## config.mk

```make
export PLATFORM = sky130hd
export DESIGN_NAME = sql_statement_lexer_core
export DESIGN_NICKNAME = d
export VERILOG_FILES = /design/src/rtl/sqllex_pkg.sv /design/src/rtl/sqllex_engine.sv /design/src/rtl/sqllex_outbuf.sv /design/src/rtl/sql_statement_lexer_core.sv
export VERILOG_INCLUDE_DIRS = /design/src /design/src/rtl
export SDC_FILE = /design/constraint.sdc
export NUM_CORES = 1
export LEC_CHECK = 0
export ABC_AREA = 0
export BUFFER_PORTS_ARGS = -buffer_cell sky130_fd_sc_hd__buf_2
export CAP_MARGIN = 5
export CORE_ASPECT_RATIO = 1.5
export CORE_UTILIZATION = 50
export CTS_CLUSTER_DIAMETER = 150
export DETAILED_ROUTE_END_ITERATION = 8
export PLACE_DENSITY = 0.78
export SLEW_MARGIN = 20
export SYNTH_ARGS = -nofsm -noshare
export SYNTH_HDL_FRONTEND = slang
export SYNTH_SLANG_ARGS = --single-unit
```

## constraint.sdc

```tcl
create_clock -name clk -period 3.1 [get_ports clk]
set_clock_uncertainty 0.05 [all_clocks]
set_input_delay 0.465 -clock clk [delete_from_list [all_inputs] [get_ports clk]]
set_output_delay 0.465 -clock clk [all_outputs]
set_load 0.02 [all_outputs]
```

## src/rtl/sql_statement_lexer_core_defines.svh

```systemverilog
// Assertion macros used by the lexer core.
`ifndef SQL_STATEMENT_LEXER_CORE_DEFINES_SVH
`define SQL_STATEMENT_LEXER_CORE_DEFINES_SVH

`ifndef SYNTHESIS
`define SLC_ASSERT_IMPLIES(lbl, ante, cons, msg) \
  lbl: assert property (@(posedge clk) disable iff (!rst_n) (ante) |-> (cons)) else $error(msg);
`define SLC_ASSERT_NEXT(lbl, ante, cons, msg) \
  lbl: assert property (@(posedge clk) disable iff (!rst_n) (ante) |=> (cons)) else $error(msg);
`else
`define SLC_ASSERT_IMPLIES(lbl, ante, cons, msg)
`define SLC_ASSERT_NEXT(lbl, ante, cons, msg)
`endif

`endif

```

## src/rtl/sqllex_pkg.sv

```systemverilog
package sqllex_pkg;

  localparam int unsigned MAX_TEXT_BYTES = 4096;
  localparam int unsigned CNT_W = $clog2(MAX_TEXT_BYTES + 1);
  localparam int unsigned OFF_W = 13;

  localparam logic [7:0] CH_UNDERSCORE = 8'h5F;
  localparam logic [7:0] CH_QUOTE      = 8'h27;
  localparam logic [7:0] CH_LPAREN     = 8'h28;
  localparam logic [7:0] CH_RPAREN     = 8'h29;
  localparam logic [7:0] CH_COMMA      = 8'h2C;
  localparam logic [7:0] CH_SEMI       = 8'h3B;

  // Fault codes E1100 and E1101.
  localparam logic FAULT_UNEXPECTED = 1'b0;
  localparam logic FAULT_UNTERM     = 1'b1;

  typedef enum logic [2:0] {
    MODE_IDLE,
    MODE_IDENT,
    MODE_NUMBER,
    MODE_STRING,
    MODE_QUOTE,
    MODE_ERROR
  } mode_t;

  typedef enum logic [1:0] {
    EV_CONTENT  = 2'd0,
    EV_COMPLETE = 2'd1,
    EV_ERROR    = 2'd2
  } event_t;

  typedef enum logic [2:0] {
    TK_IDENT  = 3'd0,
    TK_NUMBER = 3'd1,
    TK_STRING = 3'd2,
    TK_LPAREN = 3'd3,
    TK_RPAREN = 3'd4,
    TK_COMMA  = 3'd5,
    TK_SEMI   = 3'd6,
    TK_END    = 3'd7
  } token_t;

  typedef struct packed {
    event_t           event_type;
    token_t           token_type;
    logic [OFF_W-1:0] offset;
    logic [7:0]       payload_byte;
    logic             fault_code;
    logic             final_in_run;
  } result_t;

  // What one lexing step hands to the output buffer.
  typedef struct packed {
    logic [1:0] cnt;
    result_t    first;
    result_t    second;
  } lex_out_t;

  function automatic logic is_alpha(input logic [7:0] c);
    return (c >= 8'h41 && c <= 8'h5A) || (c >= 8'h61 && c <= 8'h7A);
  endfunction

  function automatic logic is_digit(input logic [7:0] c);
    return c >= 8'h30 && c <= 8'h39;
  endfunction

  function automatic logic is_space(input logic [7:0] c);
    return (c >= 8'h09 && c <= 8'h0D) || c == 8'h20;
  endfunction

endpackage

```

## src/rtl/sqllex_engine.sv

```systemverilog
module sqllex_engine (
  input  logic                clk,
  input  logic                rst_n,
  input  logic                fire,
  input  logic [7:0]          char_in,
  input  logic                end_of_text,
  output sqllex_pkg::lex_out_t lex
);
  import sqllex_pkg::*;

  mode_t            mode_r, mode_nxt;
  logic [CNT_W-1:0] byte_count_r, byte_count_nxt;
  logic [CNT_W-1:0] token_start_r, token_start_nxt;

  result_t          bb_res;
  logic             bb_emit;
  logic             bb_start;
  mode_t            bb_mode;
  logic [OFF_W-1:0] pos_off;
  logic [OFF_W-1:0] start_off;
  result_t          r0, r1;
  logic [1:0]       cnt;

  assign pos_off   = OFF_W'(byte_count_r);
  assign start_off = OFF_W'(token_start_r);

  // What a byte does when no token is open.
  always_comb begin
    bb_res   = '0;
    bb_emit  = 1'b0;
    bb_start = 1'b0;
    bb_mode  = MODE_IDLE;
    bb_res.offset = pos_off;
    if (is_space(char_in)) begin
      bb_mode = MODE_IDLE;
    end else if (is_alpha(char_in) || char_in == CH_UNDERSCORE) begin
      bb_mode  = MODE_IDENT;
      bb_start = 1'b1;
      bb_emit  = 1'b1;
      bb_res.event_type   = EV_CONTENT;
      bb_res.token_type   = TK_IDENT;
      bb_res.payload_byte = char_in;
    end else if (is_digit(char_in)) begin
      bb_mode  = MODE_NUMBER;
      bb_start = 1'b1;
      bb_emit  = 1'b1;
      bb_res.event_type   = EV_CONTENT;
      bb_res.token_type   = TK_NUMBER;
      bb_res.payload_byte = char_in;
    end else begin
      unique case (char_in)
        CH_QUOTE: begin
          bb_mode  = MODE_STRING;
          bb_start = 1'b1;
        end
        CH_LPAREN: begin
          bb_emit = 1'b1;
          bb_res.event_type = EV_COMPLETE;
          bb_res.token_type = TK_LPAREN;
        end
        CH_RPAREN: begin
          bb_emit = 1'b1;
          bb_res.event_type = EV_COMPLETE;
          bb_res.token_type = TK_RPAREN;
        end
        CH_COMMA: begin
          bb_emit = 1'b1;
          bb_res.event_type = EV_COMPLETE;
          bb_res.token_type = TK_COMMA;
        end
        CH_SEMI: begin
          bb_emit = 1'b1;
          bb_res.event_type = EV_COMPLETE;
          bb_res.token_type = TK_SEMI;
        end
        default: begin
          bb_mode = MODE_ERROR;
          bb_emit = 1'b1;
          bb_res.event_type = EV_ERROR;
          bb_res.fault_code = FAULT_UNEXPECTED;
        end
      endcase
    end
  end

  always_comb begin
    mode_nxt        = mode_r;
    token_start_nxt = token_start_r;
    byte_count_nxt  = byte_count_r;
    r0  = '0;
    r1  = '0;
    cnt = 2'd0;
    // The token closed by the current word comes first in most arms.
    r0.event_type = EV_COMPLETE;
    r0.offset     = start_off;
    if (end_of_text) begin
      r1.event_type = EV_COMPLETE;
      r1.token_type = TK_END;
      r1.offset     = pos_off;
      unique case (mode_r)
        MODE_ERROR: cnt = 2'd0;
        MODE_STRING: begin
          cnt = 2'd1;
          r0.event_type = EV_ERROR;
          r0.fault_code = FAULT_UNTERM;
        end
        MODE_IDENT: begin
          cnt = 2'd2;
          r0.token_type = TK_IDENT;
        end
        MODE_NUMBER: begin
          cnt = 2'd2;
          r0.token_type = TK_NUMBER;
        end
        MODE_QUOTE: begin
          cnt = 2'd2;
          r0.token_type = TK_STRING;
        end
        default: begin
          cnt = 2'd1;
          r0  = r1;
        end
      endcase
      mode_nxt        = MODE_IDLE;
      byte_count_nxt  = '0;
      token_start_nxt = '0;
    end else begin
      r1 = bb_res;
      unique case (mode_r)
        MODE_ERROR: cnt = 2'd0;
        MODE_STRING: begin
          if (char_in == CH_QUOTE) begin
            mode_nxt = MODE_QUOTE;
          end else begin
            cnt = 2'd1;
            r0.event_type   = EV_CONTENT;
            r0.token_type   = TK_STRING;
            r0.payload_byte = char_in;
          end
        end
        MODE_QUOTE: begin
          r0.token_type = TK_STRING;
          if (char_in == CH_QUOTE) begin
            mode_nxt = MODE_STRING;
            cnt      = 2'd1;
            r0.event_type   = EV_CONTENT;
            r0.payload_byte = char_in;
          end else begin
            cnt      = 2'd1 + {1'b0, bb_emit};
            mode_nxt = bb_mode;
            if (bb_start) token_start_nxt = byte_count_r;
          end
        end
        MODE_IDENT: begin
          r0.token_type = TK_IDENT;
          if (is_alpha(char_in) || is_digit(char_in) || char_in == CH_UNDERSCORE) begin
            cnt = 2'd1;
            r0.event_type   = EV_CONTENT;
            r0.payload_byte = char_in;
          end else begin
            cnt      = 2'd1 + {1'b0, bb_emit};
            mode_nxt = bb_mode;
            if (bb_start) token_start_nxt = byte_count_r;
          end
        end
        MODE_NUMBER: begin
          r0.token_type = TK_NUMBER;
          if (is_digit(char_in)) begin
            cnt = 2'd1;
            r0.event_type   = EV_CONTENT;
            r0.payload_byte = char_in;
          end else begin
            cnt      = 2'd1 + {1'b0, bb_emit};
            mode_nxt = bb_mode;
            if (bb_start) token_start_nxt = byte_count_r;
          end
        end
        default: begin
          cnt      = {1'b0, bb_emit};
          r0       = bb_res;
          mode_nxt = bb_mode;
          if (bb_start) token_start_nxt = byte_count_r;
        end
      endcase
      if (byte_count_r != CNT_W'(MAX_TEXT_BYTES)) begin
        byte_count_nxt = byte_count_r + 1'b1;
      end
    end
    r0.final_in_run = (cnt == 2'd1);
    r1.final_in_run = 1'b1;
  end

  always_ff @(posedge clk) begin
    if (!rst_n) begin
      mode_r        <= MODE_IDLE;
      byte_count_r  <= '0;
      token_start_r <= '0;
    end else if (fire) begin
      mode_r        <= mode_nxt;
      byte_count_r  <= byte_count_nxt;
      token_start_r <= token_start_nxt;
    end
  end

  assign lex.cnt    = cnt;
  assign lex.first  = r0;
  assign lex.second = r1;

endmodule

```

## src/rtl/sqllex_outbuf.sv

```systemverilog
module sqllex_outbuf (
  input  logic                 clk,
  input  logic                 rst_n,
  input  logic                 push,
  input  sqllex_pkg::lex_out_t lex,
  output logic                 can_take,
  output logic                 out_valid,
  input  logic                 out_ready,
  output sqllex_pkg::result_t  out_res
);
  import sqllex_pkg::*;

  logic    head_vld_r, head_vld_nxt;
  logic    spare_vld_r, spare_vld_nxt;
  result_t head_r, head_nxt;
  result_t spare_r, spare_nxt;
  logic    pop;

  assign pop      = head_vld_r && out_ready;
  // The spare slot holds the second result of a word; nothing new enters until it drains.
  assign can_take = !spare_vld_r && (!head_vld_r || out_ready);

  always_comb begin
    head_vld_nxt  = head_vld_r;
    spare_vld_nxt = spare_vld_r;
    head_nxt      = head_r;
    spare_nxt     = spare_r;
    if (pop) begin
      head_vld_nxt  = spare_vld_r;
      head_nxt      = spare_r;
      spare_vld_nxt = 1'b0;
    end
    if (push && lex.cnt != 2'd0) begin
      head_vld_nxt  = 1'b1;
      head_nxt      = lex.first;
      spare_vld_nxt = (lex.cnt == 2'd2);
      spare_nxt     = lex.second;
    end
  end

  always_ff @(posedge clk) begin
    if (!rst_n) begin
      head_vld_r  <= 1'b0;
      spare_vld_r <= 1'b0;
    end else begin
      head_vld_r  <= head_vld_nxt;
      spare_vld_r <= spare_vld_nxt;
    end
  end

  always_ff @(posedge clk) begin
    head_r  <= head_nxt;
    spare_r <= spare_nxt;
  end

  assign out_valid = head_vld_r;
  assign out_res   = head_r;

endmodule

```

## src/rtl/sql_statement_lexer_core.sv

```systemverilog
// Channel  Dir  Width          Contents
// in_      in   tdata 8, tlast  text byte; tlast marks end of text
// out_     out  tdata 32, tuser 2, tlast  one lexer event; tlast on the last of a word
//
// Each accepted word is registered at the input, and its results are registered in the output buffer before out_.
// One word is taken per cycle while out_tready is high; a word that yields two results (a token
// closed by a byte that itself yields a result, or end of text after a pending token) holds the
// input while the spare output slot drains.
// rst_n is synchronous and returns the lexer to idle with offset zero.
// out_tready low stalls the output buffer and, through it, the input register.
`include "sql_statement_lexer_core_defines.svh"

module sql_statement_lexer_core (
  input  logic        clk,
  input  logic        rst_n,
  input  logic        in_tvalid,
  output logic        in_tready,
  input  logic [7:0]  in_tdata,   // [7:0] char_in
  input  logic        in_tlast,   // end_of_text
  output logic        out_tvalid,
  input  logic        out_tready,
  output logic [31:0] out_tdata,  // [2:0] token_type, [15:3] offset, [23:16] payload_byte,
                                  // [24] fault_code, [31:25] zero
  output logic [1:0]  out_tuser,  // [1:0] event_type
  output logic        out_tlast   // final_in_run
);
  import sqllex_pkg::*;

  logic       in_vld_r;
  logic [7:0] in_char_r;
  logic       in_eot_r;
  logic       fire;
  logic       can_take;
  lex_out_t   lex;
  result_t    res;

  assign fire      = in_vld_r && can_take;
  assign in_tready = !in_vld_r || fire;

  always_ff @(posedge clk) begin
    if (!rst_n) begin
      in_vld_r <= 1'b0;
    end else if (in_tvalid && in_tready) begin
      in_vld_r <= 1'b1;
    end else if (fire) begin
      in_vld_r <= 1'b0;
    end
  end

  always_ff @(posedge clk) begin
    if (in_tvalid && in_tready) begin
      in_char_r <= in_tdata;
      in_eot_r  <= in_tlast;
    end
  end

  sqllex_engine u_engine (
    .clk         (clk),
    .rst_n       (rst_n),
    .fire        (fire),
    .char_in     (in_char_r),
    .end_of_text (in_eot_r),
    .lex         (lex)
  );

  sqllex_outbuf u_outbuf (
    .clk       (clk),
    .rst_n     (rst_n),
    .push      (fire),
    .lex       (lex),
    .can_take  (can_take),
    .out_valid (out_tvalid),
    .out_ready (out_tready),
    .out_res   (res)
  );

  assign out_tdata = {7'b0, res.fault_code, res.payload_byte, res.offset, res.token_type};
  assign out_tuser = res.event_type;
  assign out_tlast = res.final_in_run;

  `SLC_ASSERT_NEXT(a_pair_blocks_next, fire && lex.cnt == 2'd2, !fire, "second result did not block the next word")
  `SLC_ASSERT_NEXT(a_result_shown, fire && lex.cnt != 2'd0, out_tvalid, "result lost after a lexing step")
  `SLC_ASSERT_IMPLIES(a_open_pair_holds, out_tvalid && !out_tlast, !can_take, "first of a pair shown with spare slot empty")

endmodule
```

; ---- Yosys cells after proc, flatten, opt, wreduce, memory -nomap -nowiden
; Index checks and enable logic that the tools add are counted.
[word_totals]
wordCells = 145
register_bits = 96
output_inout_bits = 37
[classes]
reduce_logical = 31
n_lt_le_gt_ge = 8
n_eq_ne = 21
n_addsub = 2
muxes = 64
[op_table]
columns = op, count
row1 = $mux W13, 8
row2 = $mux W28, 3
row3 = $pmux W13 S4, 1
row4 = $eq A8 B6 Y1 const B, 6
row5 = $mux W8, 5
row6 = $pmux W8 S5, 1
row7 = $pmux W5 S5, 1
row8 = $mux W3, 8
row9 = $mux W21, 1
row10 = $mux W1, 18
row11 = $ge A8 B7 Y1 const B, 2
row12 = $le A8 B7 Y1 const B, 2
row13 = $mux W5, 3
row14 = $pmux W3 S5, 1
row15 = $add A13 B1 Y13 const B, 1
row16 = $ne A13 B13 Y1 const B, 1
row17 = $mux W2, 6
row18 = $pmux W3 S4, 1
row19 = $pmux W2 S5, 1
row20 = $reduce_and A5 Y1, 2
row21 = $logic_and A1 B1 Y1, 9
row22 = $mux W9, 1
row23 = $ne A3 B3 Y1 const B, 3
row24 = $pmux W3 S3, 1
row25 = other kinds (25), 40

; ---- Depth between registers and ports, before layout
; Gate-level depths: netlist (run 1).
[logic_depth]
depth_word = 13
ltp_mapped = 10
mapped_depth_nobuf = 7

; ---- Cells and area by module
; From an unflattened synthesis (run 1), not the netlist that was laid out.
[hier_totals]
cells_unflattened = 414
area_unflattened_um2 = 4916.0
[by_module_without_submodules]
columns = module, n_inst, area_per_inst_um2, seq_area_each_um2, cells_per_inst
row1 = sqllex_engine, 1, 2284.7, 580.6, 290
row2 = sqllex_outbuf, 1, 2239.6, 1721.7, 101
row3 = sql_statement_lexer_core, 1, 391.6, 290.3, 23

; ---- Least setup slack after synthesis (run 1)
; Ideal clock, no wire load.
[synth_path]
kind = reg2reg
startpoint = register in_char_r[0]
endpoint = register u_outbuf.head_r, in the netlist u_outbuf.out_res[0] (enable)
period_less_slack_ps = 3155
arrival_ps = 2519
slack_ps = -55
stages_incl_launch_ff = 8
n_path_buf = 1
t_required_ps = 2465
cell_sequence = edfxtp_1 buf_6 or3_4 o311a_1 a21oi_4 o41ai_1 nand3_2 nand4_1
[synth_via]
elab_chain_cells = 13
[synth_lines]
columns = element, line
row1 = from (decl), sql_statement_lexer_core.sv:30  ; logic [7:0] in_char_r;
row2 = from (signal assigned), sql_statement_lexer_core.sv:52  ; in_char_r <= in_tdata;
row3 = $ge A8 B7 Y1 / $le A8 B7 Y1 (equally long branches), sqllex_pkg.sv:61  ; return (c >= 8'h41 && c <= 8'h5A) || (c >= 8'h61 && c <= 8'h7A);
row4 = $logic_and A1 B1 Y1, sqllex_pkg.sv:61
row5 = $logic_or A1 B1 Y1, sqllex_pkg.sv:61
row6 = $logic_or A1 B1 Y1, sqllex_engine.sv:36  ; end else if (is_alpha(char_in) || char_in == CH_UNDERSCORE) begin
row7 = $mux W1, sqllex_engine.sv:36
row8 = $mux W1, sqllex_engine.sv:34  ; if (is_space(char_in)) begin
row9 = $add A1 B1 Y2, "sqllex_engine.sv:149, sqllex_engine.sv:161, sqllex_engine.sv:173"
row10 = $mux W2 (on tied branches), "sqllex_engine.sv:168, sqllex_engine.sv:143, sqllex_engine.sv:156"
row11 = $pmux W2 S5 *, sqllex_engine.sv:129  ; unique case (mode_r)
row12 = $mux W2 *, sqllex_engine.sv:96  ; if (end_of_text) begin
row13 = $reduce_bool A2 Y1 *, sqllex_outbuf.sv:33  ; if (push && lex.cnt != 2'd0) begin
row14 = $logic_and A1 B1 Y1 *, sqllex_outbuf.sv:33
row15 = $reduce_bool A2 Y1 (no source line) *, -
row16 = to (signal assigned), sqllex_outbuf.sv:52  ; head_r <= head_nxt;
row17 = to (decl), sqllex_outbuf.sv:15  ; result_t head_r, head_nxt;
; Mark *: on every way between the ends. The rest lies on a longest branch, timed or not.
; A chain may end at the register's enable or synchronous reset.

==> reports/metrics.cfg, run 1 <==
[placed_design]
dp.cells = 609
routabilityCongestion = 0.9420
portBuffers = 42
dp_hpwl_mm = 8.029

[route]
wirelength_mm = 11.07
drc = 0
via_per_inst = 5.821
num_vias = 3638
wl_per_cell_um = 17.71
drt_iter0_drc = 270
drt-pass1-iter-count = 5
antenna_left = 0

[timing]
fin_tns_setup_ns = 0
min_period_over_period_pct = 95.12
min_period_ns = 2.949
hold_viol = 0
worst_slew_pin_slew_ns = 0.7225
slew-limit-headroom_pct = 51.20
finalSetupViolCount = 0
rsz0062_at_grt = no
drv_slew = 0
max_clock_freq_mhz = 339.1

[logic_synthesis]
synth_edf_count = 63
syn_inst = 453
synth.distinct_cells = 71
synth_warnings = 0
synth.avg_cell_area_um2 = 10.72
ys.flop_type = edfxtp_1
seq_area_frac_synth_pct = 52.15
netlist_area_um2 = 4856
yosys_register_bits = 95
synthArstFlopShare_pct = 0

[cts]
cts_tree = done
cts_setup_buffers = 0
cts_buffers = 9
clockBufferDepth = 2
ctsResizeCount = 0
clk_latency_ns = 0.34
root_buffer = clkbuf_16
cts_num_sinks = 95
postCtsHoldBufs = 0
ctsHtreeMaxLevel = 3
path_clk_slew_ns = 0.07

[grt]
grt_overflow = 0
grt_util_all_layers_pct = 24.05
grt_pass1_vias = 3673
grt_max_degree = 32
grt_pass1_wl_mm = 17.86
antenna_found_initial = 0

[worst_setup_path]
reg2reg_slack_ns = 0.15
start_kind = flop
crit_required_ns = 3.15
crit_type = flop to flop
arrival_ns = 2.99
r2r_end = u_outbuf.out_res[27]$_DFFE_PP_
r2r-start = in_char_r[1]$_DFFE_PP_
r2r_cells = 9
crit_path_end_kind = flop
cp_max_fo = 31

[floorplanning]
die_area_um2 = 10120
num_io_pins = 50
die-width_um = 82.47
row_count = 43
core-area_um2 = 9361
fp.dieH_um = 122.7
start_util_pct = 51.87

[final_layout]
fin_nets = 523
area_growth_pct = 15.36
layout_commonest_cell = nand2_1
drive_gt1_share_pct = 24.76
instances_no_fill = 625
diodes = 0
fill_cells = 789
layout_common_cells = nand2_1, edfxtp_1, buf_2

[pwr]
power.density_nw_per_um2 = 539.4
total_power_mw = 3.021
irDropWorstVdd_v = 0.0003952
p_leak_nw = 2.239

[hold_path]
whs_endpoint = in_char_r[6]$_DFFE_PP_
hp-class = primary input to flop
min-delay-start = in_tdata[6]
hold_path_depth = 1

[job]
max_cap_violations = 0

[status]
status = completed

==> where the power goes <==
part | internal [mW] | switching, mW
clock network | 0.649 | 0.462
registers | 1.45 | 0.0365
logic | 0.168 | 0.260
==> critical path, cell delays in order (launching register included) <==
cell	delay (ns)
edfxtp_1	0.40
buf_4	0.19
and2_4	0.15
o2111ai_1	0.40
a21oi_4	0.16
o41ai_1	0.37
nand3_2	0.22
nand3_4	0.17
buf_12	0.22
mux2_2	0.36
==> flip-flops by register name, indices dropped and copies added (netlist names) <==
name                   flops
in_char_r                  8
in_eot_r                   1
in_vld_r                   1
u_engine.start_off        13
u_engine.byte_count_r     13
u_engine.mode_r            3
u_outbuf.spare_vld_r       1
u_outbuf.out_valid         1
u_outbuf.spare_r          26
u_outbuf.out_res          28
==> worst max-delay path by stage <==
stage	endpoint	slack, ns	start	depth (start not counted)
after floorplan	u_outbuf.out_res[0]$_SDFFCE_PN1P_	0.004	in_char_r[0]$_DFFE_PP_	7
after global placement	u_outbuf.out_res[19]$_DFFE_PP_	0.30	in_char_r[0]$_DFFE_PP_	8
after detailed placement	u_outbuf.out_res[13]$_DFFE_PP_	0.22	in_char_r[1]$_DFFE_PP_	9
after CTS	u_outbuf.out_res[13]$_DFFE_PP_	0.17	in_char_r[1]$_DFFE_PP_	9
after global routing	u_outbuf.out_res[13]$_DFFE_PP_	0.08	in_char_r[1]$_DFFE_PP_	9
final	u_outbuf.out_res[27]$_DFFE_PP_	0.15	in_char_r[1]$_DFFE_PP_	9
==> cell families (layout without fill, tap and decap cells) <==
| logic type | Yosys count | count (layout) | share of synthesized area, % |
|---|---|---|---|
| AO/OA/AOI/OAI | 82 | 82 | 13.37 |
| XOR/XNOR | 10 | 10 | 1.804 |
| adder cells (fa/ha/maj) | 2 | 2 | 0.5152 |
| buffers and inverters | 51 | 104 | 5.565 |
| flip-flops | 95 | 95 | 52.15 |
| multiplexers | 36 | 36 | 8.709 |
| other | 1 | 8 | 0.07723 |
| AND/OR/NAND/NOR | 176 | 176 | 17.81 |
==> synthesized netlist by cell type (7+ instances only) <==
library cell | number | area (um^2)
a21oi_1 | 19 | 95.09
edfxtp_1 | 63 | 1892
buf_4 | 8 | 60.06
nor3_1 | 8 | 40.04
nand2_1 | 86 | 322.8
nand4_1 | 7 | 43.79
buf_2 | 9 | 45.04
mux2i_1 | 19 | 190.2
and3_1 | 10 | 62.56
inv_1 | 17 | 63.81
mux2_4 | 11 | 165.2
clkbuf_1 | 12 | 45.04
nor2_1 | 30 | 112.6
o21ai_0 | 14 | 70.07
dfxtp_1 | 32 | 640.6
==> through the flow <==
stage               area, um^2  utilization (%)  setup slack (ns)  hold WS, ns
global placement          5290            56.51            0.2982       0.3944
floorplan                 4903                -          0.004095       0.3564
CTS                       5602            59.84            0.1702       0.2435
global route              5602            59.84           0.07778       0.2416
detailed placement        5290            56.51            0.2155       0.4076
finish                    5602            59.84            0.1512       0.2519
==> metal layers <==
metal  global-route usage [%]  vias up  wire (um)
met5                        0        -          0
met4                    12.61        0        410
met3                    3.941       34        402
met2                    43.60      118       6216
met1                    25.96     1752       4038
li1                         -     1734          -
==> cell type report <==
cell class / count / area, um^2 / area share, %
Clock inverter: 4 / 32.53 / 0.5807
Sequential cell: 95 / 2532 / 45.21
Timing Repair Buffer: 71 / 452.9 / 8.086
Tap cell: 112 / 140.1 / 2.502
Inverter: 17 / 63.81 / 1.139
Multi-Input combinational cell: 314 / 2101 / 37.50
Clock buffer: 12 / 279.0 / 4.981
Note: power is estimated with default switching activity, not from simulation.
==> run 2: changes to the inputs <==
- PLACE_DENSITY: 0.78 -> 0.75
- clock period: 3.1 -> 2.73 ns (I/O delays scaled with it)
==> reports/metrics.cfg, run 2 (same netlist as run 1, synthesis figures left out) <==
[final_layout]
instances_no_fill = 641
largest_register_ffs = 28
fill_cells = 792
drive_gt1_share_pct = 28.17
fin_util_pct = 61.36
layout_commonest_cell = nand2_1
area_growth_pct = 18.29
layout_common_cells = nand2_1, edfxtp_1, buf_2, buf_4, dfxtp_1
fin_nets = 539
diodes = 0
postLayoutCellArea_um2 = 5744

[cts]
root_buffer = clkbuf_16
clk_latency_ns = 0.35
cts_tree = done
clockBufferDepth = 2
path_clk_slew_ns = 0.07
cts_buffers = 9
cts_num_sinks = 95
ctsHtreeMaxLevel = 3

[pwr]
power_frac_comb_pct = 15.2
swShare_pct = 26.41
seq_power_share_pct = 49.3
irDropWorstVdd_v = 0.0004633
total_power_mw = 3.402
p_switching_mw = 0.8985
p_leak_nw = 2.308
clkPwrFrac_pct = 35.5
p_int_mw = 2.504
power.density_nw_per_um2 = 592.3

[placed_design]
portBuffers = 42
routabilityCongestion = 0.8873
place_area_um2 = 5408
dp_hpwl_mm = 8.318
post-place-ws_ns = 0.06871
dp.cells = 622

[worst_setup_path]
crit_path_end_kind = flop
r2r_cells = 8
r2r-start = in_char_r[1]$_DFFE_PP_
reg2reg_slack_ns = 0.08
crit_type = flop to flop
crit_required_ns = 2.78
startpoint = in_char_r[1]$_DFFE_PP_
r2r_end = u_outbuf.out_res[27]$_DFFE_PP_
cp_max_fo = 19
start_kind = flop
arrival_ns = 2.70
setup.worst_path.end = u_outbuf.out_res[27]$_DFFE_PP_

[hold_path]
hp-class = primary input to flop

[timing]
fin_tns_setup_ns = 0
setup_ws_ns = 0.08043
rsz0062_at_grt = yes
finalSetupViolCount = 0
max_clock_freq_mhz = 377.4
slew-limit-headroom_pct = 62.15
drv_slew = 0
hold_viol = 0
hold_ws_ns = 0.1799
min_period_over_period_pct = 97.05
worst_slew_pin_slew_ns = 0.5678
min_period_ns = 2.650

[floorplanning]
die_area_um2 = 10120
die-width_um = 82.47
num_io_pins = 50
row_count = 43
start_util_pct = 51.87
core-area_um2 = 9361
fp.dieH_um = 122.7

[grt]
grt_util_all_layers_pct = 24.33
grt_pass1_vias = 3630
grt_pass1_wl_mm = 17.89
grt_max_degree = 28
antenna_found_initial = 0
grt_overflow = 0

[route]
via_per_inst = 5.708
drt-pass1-iter-count = 5
num_vias = 3659
antenna_left = 0
drc = 0
wirelength_mm = 11.28
wl_per_cell_um = 17.59
drt_iter0_drc = 311

[job]
max_cap_violations = 0

[status]
status = completed

==> run 2: cell types whose count changed in the layout (fill, tap and decap cells not counted), sizes merged <==
cell and change:
clkbuf -1, buf +16, inv +1
==> run 2: worst min path at each step <==
stage,startpoint,end,slack (ns),depth (start not counted)
CTS,in_tdata[7],in_char_r[7]$_DFFE_PP_,0.17,1
global route,in_tdata[3],in_char_r[3]$_DFFE_PP_,0.17,1
global placement,u_engine.start_off[2]$_SDFFE_PN0P_,u_engine.start_off[2]$_SDFFE_PN0P_,0.39,2
floorplan,u_engine.byte_count_r[3]$_SDFFE_PN0P_,u_outbuf.spare_r[13]$_DFFE_PP_,0.36,0
finish,in_tdata[3],in_char_r[3]$_DFFE_PP_,0.18,1
detailed placement,u_engine.start_off[7]$_SDFFE_PN0P_,u_engine.start_off[7]$_SDFFE_PN0P_,0.41,2
==> run 2: repair_timing <==
item,in CTS,in global routing
hold buffers,0,0
setup endpoints to repair,0,50
hold endpoints to repair,0,0
buffers inserted,0,3
gates resized for setup,0,7
==> run 2: cell type report <==
type                    count  area (um^2)  area share, %
clock buffers              11        242.7          4.226
well taps                 112        140.1          2.440
inverters                  17        63.81          1.111
multi-input cells         314         2140          37.25
repair buffers             87        585.6          10.19
clock inverters             5        40.04         0.6970
flip-flops and latches     95         2532          44.09
==> run 2: layer usage <==
metal / vias to the layer above / track usage [%] / share of wire (%)
met4: 0 / 15.35 / 5.0
met3: 37 / 4.238 / 3.5
li1: 1774 / - / -
met5: - / 0 / 0
met2: 105 / 43.03 / 54
met1: 1743 / 25.94 / 37
==> run 2: critical path: stages, from the launching register on <==
cell      delay (ns)
edfxtp_1        0.43
or3_4           0.46
o311ai_4        0.29
o21ai_4         0.09
nor4_4          0.26
o221ai_4        0.15
nand3_4         0.13
buf_12          0.17
mux2_2          0.35
==> run 2: power by group through the flow <==
stage               combinational (mW)  clock (mW)  sequential, mW
floorplan                        0.295           0            1.76
global placement                 0.497           0            1.71
detailed placement               0.507           0            1.71
CTS                              0.510        1.23            1.68
global route                     0.555        1.27            1.69
finish                           0.517        1.21            1.68
